`src/npm_pkg.sv`:
```
// Package for the name pattern matcher: widths, codes, cell control/status
// structs and the case-fold function. No dependencies.
package npm_pkg;

  localparam int unsigned PatternMaxDef = 32;
  localparam int unsigned CharW         = 16;
  localparam int unsigned PatIdxW       = 5;
  localparam int unsigned CfgIdxW       = 2;
  localparam int unsigned CfgDataW      = 6;
  localparam int unsigned LenRegW       = 6;

  localparam logic [CharW-1:0] AsciiUpperA   = 16'h0041;
  localparam logic [CharW-1:0] AsciiUpperZ   = 16'h005A;
  localparam logic [CharW-1:0] Latin1UpperLo = 16'h00C0;
  localparam logic [CharW-1:0] Latin1UpperHi = 16'h00DE;
  localparam logic [CharW-1:0] Latin1Times   = 16'h00D7;
  localparam logic [CharW-1:0] CaseOffset    = 16'd32;

  typedef enum logic [1:0] {
    MODE_CONTAINS = 2'd0,
    MODE_PREFIX   = 2'd1,
    MODE_SUFFIX   = 2'd2,
    MODE_EXACT    = 2'd3
  } mode_e;

  typedef enum logic [CfgIdxW-1:0] {
    CFG_MATCH_MODE = 2'd0,
    CFG_CASE_SENS  = 2'd1,
    CFG_PAT_LEN    = 2'd2
  } cfg_idx_e;

  typedef enum logic {
    OP_LOAD = 1'b0,
    OP_NAME = 1'b1
  } op_e;

  // Broadcast from the control to every cell
  typedef struct packed {
    logic               load;
    logic [PatIdxW-1:0] idx;
    logic               step;
    logic               clear;
    logic [CharW-1:0]   ch;
  } npm_ctl_t;

  // Per-cell status back to the control
  typedef struct packed {
    logic tail_hit;
    logic pfx_miss;
  } npm_stat_t;

  // Lower-case fold: ASCII A-Z and Latin-1 capitals except the times sign
  function automatic logic [CharW-1:0] fold_char(input logic [CharW-1:0] c);
    logic [CharW-1:0] r;
    r = c;
    if (c >= AsciiUpperA && c <= AsciiUpperZ) begin
      r = c + CaseOffset;
    end else if (c >= Latin1UpperLo && c <= Latin1UpperHi && c != Latin1Times) begin
      r = c + CaseOffset;
    end
    return r;
  endfunction

endpackage

```
`src/npm_cell.sv`:
```
// One comparator cell of the matcher chain: holds one pattern character, one
// partial-match bit and one position token. Depends on npm_pkg.
module npm_cell import npm_pkg::*; #(
  parameter int unsigned IDX   = 0,
  parameter int unsigned POS_W = 6
) (
  input  logic             clk_i,
  input  logic             rst_ni,
  input  npm_ctl_t         ctl_i,
  input  logic [POS_W-1:0] len_i,
  input  logic             prev_bit_i,
  input  logic             prev_tok_i,
  output logic             bit_o,
  output logic             tok_o,
  output npm_stat_t        stat_o
);

  localparam logic IsHead = (IDX == 0);

  logic [CharW-1:0] pat_q;
  logic             bit_q, bit_d;
  logic             tok_q, tok_d;
  logic             eq;
  logic             new_bit;
  logic             tail_hit;
  logic             pfx_miss;

  // Load the pattern character addressed to this cell
  always_ff @(posedge clk_i) begin
    if (ctl_i.load && 32'(ctl_i.idx) == 32'(IDX)) begin
      pat_q <= ctl_i.ch;
    end
  end

  assign eq      = (ctl_i.ch == pat_q);
  assign new_bit = prev_bit_i && eq;

  // Advance the partial match and the token; reset both at end of name
  always_comb begin
    bit_d = bit_q;
    tok_d = tok_q;
    if (ctl_i.step) begin
      if (ctl_i.clear) begin
        bit_d = 1'b0;
        tok_d = IsHead;
      end else begin
        bit_d = new_bit;
        tok_d = prev_tok_i;
      end
    end
  end

  always_ff @(posedge clk_i or negedge rst_ni) begin
    if (!rst_ni) begin
      bit_q <= 1'b0;
      tok_q <= IsHead;
    end else begin
      bit_q <= bit_d;
      tok_q <= tok_d;
    end
  end

  // Tail cell reports a full match; token cell reports a prefix mismatch
  assign tail_hit = new_bit && (POS_W'(IDX + 1) == len_i);
  assign pfx_miss = tok_q && (POS_W'(IDX) < len_i) && !eq;
  assign stat_o   = {tail_hit, pfx_miss};

  assign bit_o = bit_q;
  assign tok_o = tok_q;

endmodule

```
`src/name_pattern_matcher_unit.sv`:
```
// Top level of the name pattern matcher: configuration, cell chain and
// result register. Depends on npm_pkg and npm_cell.
//
//   channel | direction | handshake               | payload
//   in      | input     | in_valid_i / in_stall_o | operation, char_code,
//           |           |                         | pattern_index, last_char
//   out     | output    | out_valid_o/out_stall_i | matched
//   cfg     | input     | cfg_we_i                | cfg_index_i, cfg_data_i
//
// One item per cycle unless the input stalls: every name character is compared
// in all cells at once, so the cell chain takes one character each clock.
// The result of a last character appears in the output register in the cycle
// after that character is accepted.
// Input stalls only while a result waits and the output side stalls.
// Reset clears the configuration, name tracking and output valid; the pattern
// is undefined until loaded.
module name_pattern_matcher_unit import npm_pkg::*; #(
  parameter int unsigned PATTERN_MAX = PatternMaxDef
) (
  input  logic                clk_i,
  input  logic                rst_ni,
  input  logic                cfg_we_i,
  input  logic [CfgIdxW-1:0]  cfg_index_i,
  input  logic [CfgDataW-1:0] cfg_data_i,
  input  logic                in_valid_i,
  output logic                in_stall_o,
  input  logic                operation_i,
  input  logic [CharW-1:0]    char_code_i,
  input  logic [PatIdxW-1:0]  pattern_index_i,
  input  logic                last_char_i,
  output logic                out_valid_o,
  input  logic                out_stall_i,
  output logic                matched_o
);

  localparam int unsigned POS_W = $clog2(PATTERN_MAX + 2);
  localparam int unsigned CMP_W = (POS_W > LenRegW) ? POS_W : LenRegW;

  mode_e              mode_q;
  logic               case_sens_q;
  logic [LenRegW-1:0] pat_len_q;
  logic [POS_W-1:0]   len_eff;

  logic [POS_W-1:0] pos_q, pos_d, pos_inc;
  logic             prefix_ok_q, prefix_ok_d, prefix_new;
  logic             substr_q, substr_d, substr_new;
  logic             out_valid_q, out_valid_d;
  logic             matched_q, matched_d;
  logic             match;

  logic      in_acc, name_step, last_step;
  npm_ctl_t  ctl;
  npm_stat_t stat [PATTERN_MAX];
  logic      any_tail, any_miss;

  logic [PATTERN_MAX-2:0] bit_link;
  logic [PATTERN_MAX-2:0] tok_link;

  // Configuration writes
  always_ff @(posedge clk_i or negedge rst_ni) begin
    if (!rst_ni) begin
      mode_q      <= MODE_CONTAINS;
      case_sens_q <= 1'b0;
      pat_len_q   <= '0;
    end else if (cfg_we_i) begin
      case (cfg_idx_e'(cfg_index_i))
        CFG_MATCH_MODE: mode_q      <= mode_e'(cfg_data_i[1:0]);
        CFG_CASE_SENS:  case_sens_q <= cfg_data_i[0];
        CFG_PAT_LEN:    pat_len_q   <= cfg_data_i;
        default: ;
      endcase
    end
  end

  // Clamp the length register to the chain length
  always_comb begin
    if (CMP_W'(pat_len_q) > CMP_W'(PATTERN_MAX)) begin
      len_eff = POS_W'(PATTERN_MAX);
    end else begin
      len_eff = POS_W'(pat_len_q);
    end
  end

  // Input handshake and cell broadcast
  assign in_stall_o = out_valid_q && out_stall_i;
  assign in_acc     = in_valid_i && !in_stall_o;
  assign name_step  = in_acc && (op_e'(operation_i) == OP_NAME);
  assign last_step  = name_step && last_char_i;

  always_comb begin
    ctl.load  = in_acc && (op_e'(operation_i) == OP_LOAD);
    ctl.idx   = pattern_index_i;
    ctl.step  = name_step;
    ctl.clear = last_step;
    ctl.ch    = case_sens_q ? char_code_i : fold_char(char_code_i);
  end

  // Cell chain
  for (genvar k = 0; k < PATTERN_MAX; k++) begin : g_cell
    logic prev_bit, prev_tok;
    if (k == 0) begin : g_head
      assign prev_bit = 1'b1;
      assign prev_tok = 1'b0;
    end else begin : g_body
      assign prev_bit = bit_link[k-1];
      assign prev_tok = tok_link[k-1];
    end
    if (k < PATTERN_MAX - 1) begin : g_mid
      npm_cell #(.IDX(k), .POS_W(POS_W)) u_cell (
        .clk_i      (clk_i),
        .rst_ni     (rst_ni),
        .ctl_i      (ctl),
        .len_i      (len_eff),
        .prev_bit_i (prev_bit),
        .prev_tok_i (prev_tok),
        .bit_o      (bit_link[k]),
        .tok_o      (tok_link[k]),
        .stat_o     (stat[k])
      );
    end else begin : g_tail
      npm_cell #(.IDX(k), .POS_W(POS_W)) u_cell (
        .clk_i      (clk_i),
        .rst_ni     (rst_ni),
        .ctl_i      (ctl),
        .len_i      (len_eff),
        .prev_bit_i (prev_bit),
        .prev_tok_i (prev_tok),
        .bit_o      (),
        .tok_o      (),
        .stat_o     (stat[k])
      );
    end
  end

  // Collect cell status
  always_comb begin
    any_tail = 1'b0;
    any_miss = 1'b0;
    for (int i = 0; i < PATTERN_MAX; i++) begin
      any_tail = any_tail | stat[i].tail_hit;
      any_miss = any_miss | stat[i].pfx_miss;
    end
  end

  // Name tracking and verdict
  assign pos_inc    = (pos_q < POS_W'(PATTERN_MAX + 1)) ? pos_q + 1'b1 : pos_q;
  assign prefix_new = prefix_ok_q && !any_miss;
  assign substr_new = substr_q || any_tail;

  always_comb begin
    if (len_eff == '0) begin
      match = 1'b1;
    end else if (pos_inc < len_eff) begin
      match = 1'b0;
    end else begin
      case (mode_q)
        MODE_CONTAINS: match = substr_new;
        MODE_PREFIX:   match = prefix_new;
        MODE_SUFFIX:   match = any_tail;
        MODE_EXACT:    match = prefix_new && (pos_inc == len_eff);
        default:       match = 1'b0;
      endcase
    end
  end

  always_comb begin
    pos_d       = pos_q;
    prefix_ok_d = prefix_ok_q;
    substr_d    = substr_q;
    if (name_step) begin
      if (last_char_i) begin
        pos_d       = '0;
        prefix_ok_d = 1'b1;
        substr_d    = 1'b0;
      end else begin
        pos_d       = pos_inc;
        prefix_ok_d = prefix_new;
        substr_d    = substr_new;
      end
    end
  end

  // Hold a result until taken
  always_comb begin
    out_valid_d = out_valid_q && out_stall_i;
    matched_d   = matched_q;
    if (last_step) begin
      out_valid_d = 1'b1;
      matched_d   = match;
    end
  end

  always_ff @(posedge clk_i or negedge rst_ni) begin
    if (!rst_ni) begin
      pos_q       <= '0;
      prefix_ok_q <= 1'b1;
      substr_q    <= 1'b0;
      out_valid_q <= 1'b0;
    end else begin
      pos_q       <= pos_d;
      prefix_ok_q <= prefix_ok_d;
      substr_q    <= substr_d;
      out_valid_q <= out_valid_d;
    end
  end

  always_ff @(posedge clk_i) begin
    matched_q <= matched_d;
  end

  assign out_valid_o = out_valid_q;
  assign matched_o   = matched_q;

endmodule

```
`config.mk`:
```
export PLATFORM = sky130hd
export DESIGN_NAME = name_pattern_matcher_unit
export DESIGN_NICKNAME = d
export VERILOG_FILES = /design/src/npm_pkg.sv /design/src/npm_cell.sv /design/src/name_pattern_matcher_unit.sv
export SDC_FILE = /design/constraint.sdc
export NUM_CORES = 1
export LEC_CHECK = 0
export ABC_CLOCK_PERIOD_IN_PS = 7300
export BUFFER_PORTS_ARGS = -buffer_cell sky130_fd_sc_hd__buf_2
export CORE_AREA = 2 2 246 199
export DETAILED_ROUTE_END_ITERATION = 6
export DIE_AREA = 0 0 248 201
export PLACE_DENSITY_LB_ADDON = 0.2
export SKIP_LAST_GASP = 1
export SLEW_MARGIN = 30
export SYNTH_ARGS = -nofsm -noshare
export SYNTH_HDL_FRONTEND = slang
export SYNTH_HIERARCHICAL = 1
export SYNTH_SLANG_ARGS = --single-unit
```
`constraint.sdc`:
```
create_clock -name clk_i -period 7.3 [get_ports clk_i]
set_input_delay 1.095 -clock clk_i [delete_from_list [all_inputs] [get_ports clk_i]]
set_output_delay 1.095 -clock clk_i [all_outputs]
set_load 0.01 [all_outputs]
```
==> results.json <==
{
  "root_buffer": "clkbuf_16",
  "diodes": 0,
  "drt-total-wl_um": 61610,
  "post_dp_cell_area_um2": 28440,
  "clk_path_buf_depth": 3,
  "grt_pass1_vias": 15600,
  "cts_buffers": 56,
  "worstPathArrival_ns": 5.75,
  "multi_input_area_um2": 9239,
  "leakagePower_nw": 10.48,
  "rsz0062_at_grt": "false",
  "place_hpwl_um": 35320,
  "crit_slowest_cell": "a32o_4",
  "post_drt_wl_per_cell_um": 23.12,
  "setup_viol": 0,
  "power_density_nw_per_um2": 243.3,
  "hold_buffers": 0,
  "rows": 72,
  "r2r_start": "pat_len_q[5]$_DFFE_PN0P_",
  "final-hold-violation-count": 0,
  "fin_crit_sh": 0.7292,
  "crit_fanout": 31,
  "grt_max_degree": 126,
  "grt_usage": 0.2475,
  "clk_latency_ns": 0.61,
  "crit_buf_inv": 2,
  "placedCellCount": 2559,
  "drive_gt1_frac": 0.1248,
  "cp-startpoint": "char_code_i[12]",
  "cts_max_level": 2,
  "hold_class": "input pin to asynchronous set/reset pin",
  "netlist_area_um2": 27200,
  "drc": 0,
  "grt-ovfl-total": 0,
  "n_fill_cell": 3459,
  "slew_viol_final": 0,
  "dieWidth_um": 248,
  "setup_tns_ns": 0,
  "clock_skew_ns": 0.02110,
  "criticalPathCategory": "input pin to register",
  "finalNonFillerCells": 2665,
  "ant_nets": 0,
  "worstPathRequired_ns": 7.73,
  "worst_setup_path_end_kind": "register",
  "viasPerCell": 5.993,
  "pin_count": 39,
  "crit_top_cell": "nor4_1",
  "gp_congestion": 0.8479,
  "core-area_um2": 47660,
  "min_period_ns": 5.323,
  "vias": 15970,
  "path_cells": "buf_4 > nor4_1 > nand2_1 > a2111oi_2 > a32o_4 > buf_12 > xor2_1 > nor4_1 > nand4_1 > and3_2 > nor4_1 > nand4_1 > nor3_1 > a2bb2oi_1 > o32ai_1",
  "ir_worst_vdd_v": 0.0002200,
  "syn_inst": 1911,
  "worstMarginPinSlew_ns": 0.8776,
  "antenna_found_initial": 0,
  "synth.avg_cell_area_um2": 14.23,
  "critPathLaunchType": "input pin",
  "seq_area_um2": 17440,
  "p_int_mw": 5.570,
  "drtPass1Iterations": 5,
  "fmax_ghz": 0.1879,
  "cts_tree": "yes",
  "cap_viol_max_count": 0,
  "path_delay_family": "simple AND/OR/NAND/NOR gates",
  "clock_sinks": 594,
  "area_growth_pct": 11.23,
  "drtIter0Drc": 1690,
  "max_stage_delay_ns": 0.64,
  "power_switching_mw": 1.789,
  "pwr-share-seq": 0.517,
  "clkTransAtPathRegs_ns": 0.07,
  "p_clk_frac": 0.384,
  "holdWs_ns": 0.3250,
  "die_h_um": 201,
  "cts_resized": 0,
  "switching_share": 0.2431,
  "start_util": 0.5707,
  "relSlewSlack": 0.4143,
  "dieArea_um2": 49850,
  "fin_area_um2": 30250,
  "combPwrFrac": 0.100,
  "grt_pass1_wl_um": 93920,
  "yosysWarningCount": 6,
  "port-buffer-count": 38,
  "post_cts_buffers": 0,
  "nNetsFinal": 2036,
  "outcome": "finished clean"
}
-- flip-flops by register name (all words and copies together), names as in the netlist, 2 cells and up --
| register | flops |
|---|---|
| g_cell.g_mid.u_cell/bit_o | 31 |
| mode_q | 2 |
| g_cell.g_mid.u_cell/pat_q | 496 |
| g_cell.g_tail.u_cell/pat_q | 16 |
| pos_q | 6 |
| g_cell.g_mid.u_cell/tok_o | 31 |
| pat_len_q | 6 |
-- placed cells by master (no fill, tap or decap), drive strengths merged, types with 8 or more instances in the layout --
master / n
edfxtp: 513
xor2: 464
nor4: 148
buf: 94
dfrtp: 79
inv: 78
clkbuf: 68
nand4: 63
nand3b: 60
xnor2: 53
nor2: 43
o21ai: 38
nand2: 30
o22ai: 29
clkinv: 28
nor3b: 24
nor3: 23
nand4b: 21
and3: 20
a21oi: 14
nor4b: 13
nand3: 11
ha: 10
mux2: 9
o211a: 9
nor2b: 8
-- worst register-to-register path, delay by kind of cell, from the launching register on --
| family | cells | cell delay [ns] |
|---|---|---|
| buffers and inverters | 3 | 1.19 |
| DFF | 1 | 0.34 |
| AOI/OAI and AO/OA | 3 | 0.63 |
| and+or+nand+nor | 5 | 2.03 |
-- layer usage --
layer / track usage / wire [µm] / up-vias
li1: - / - / 7267
met1: 0.3760 / 28930 / 8136
met2: 0.3745 / 27820 / 503
met3: 0.04211 / 3921 / 65
met4: 0.05774 / 940 / 0
met5: 0 / 0 / -
-- cell type report --
type	count	share of cell area
Clock inverter	36	0.009182
Timing Repair Buffer	94	0.02449
Inverter	78	0.009720
Tap cell	629	0.02602
Sequential cell	594	0.5764
Clock buffer	68	0.04885
Multi-Input combinational cell	1166	0.3054
-- stage by stage --
stage / util / power [mW] / setup WS, ns
detailed placement: 0.5969 / 4.589 / 1.048
finish: 0.6348 / 7.360 / 1.977
global placement: 0.5942 / 4.566 / 1.089
global route: 0.6348 / 7.606 / 1.755
floorplan: - / 4.335 / 0.2729
CTS: 0.6337 / 7.396 / 1.699
-- worst paths after layout --
| kind | slack [ns] | to | depth (start not counted) |
|---|---|---|---|
| max | 1.98 | matched_o$_SDFFCE_PN1P_ | 15 |
| min | 0.32 | g_cell[28].g_mid.u_cell/bit_o$_DFFE_PN0P_ | 1 |
| max reg2reg | 2.92 | matched_o$_SDFFCE_PN1P_ | 11 |
| min reg2reg | 0.51 | g_cell[24].g_mid.u_cell/tok_o$_DFFE_PN0P_ | 2 |
| max in group asynchronous | 5.99 | pat_len_q[5]$_DFFE_PN0P_ | 2 |
| min in group clk_i | 0.51 | g_cell[24].g_mid.u_cell/tok_o$_DFFE_PN0P_ | 2 |
-- power by group through the flow --
| stage | combinational (mW) | sequential [mW] | clock [mW] |
|---|---|---|---|
| floorplan | 0.475 | 3.86 | 0 |
| global placement | 0.696 | 3.87 | 0 |
| detailed placement | 0.717 | 3.87 | 0 |
| CTS | 0.722 | 3.80 | 2.87 |
| global route | 0.793 | 3.81 | 3.00 |
| finish | 0.733 | 3.80 | 2.82 |
Note: power is estimated with default switching activity, not from simulation.
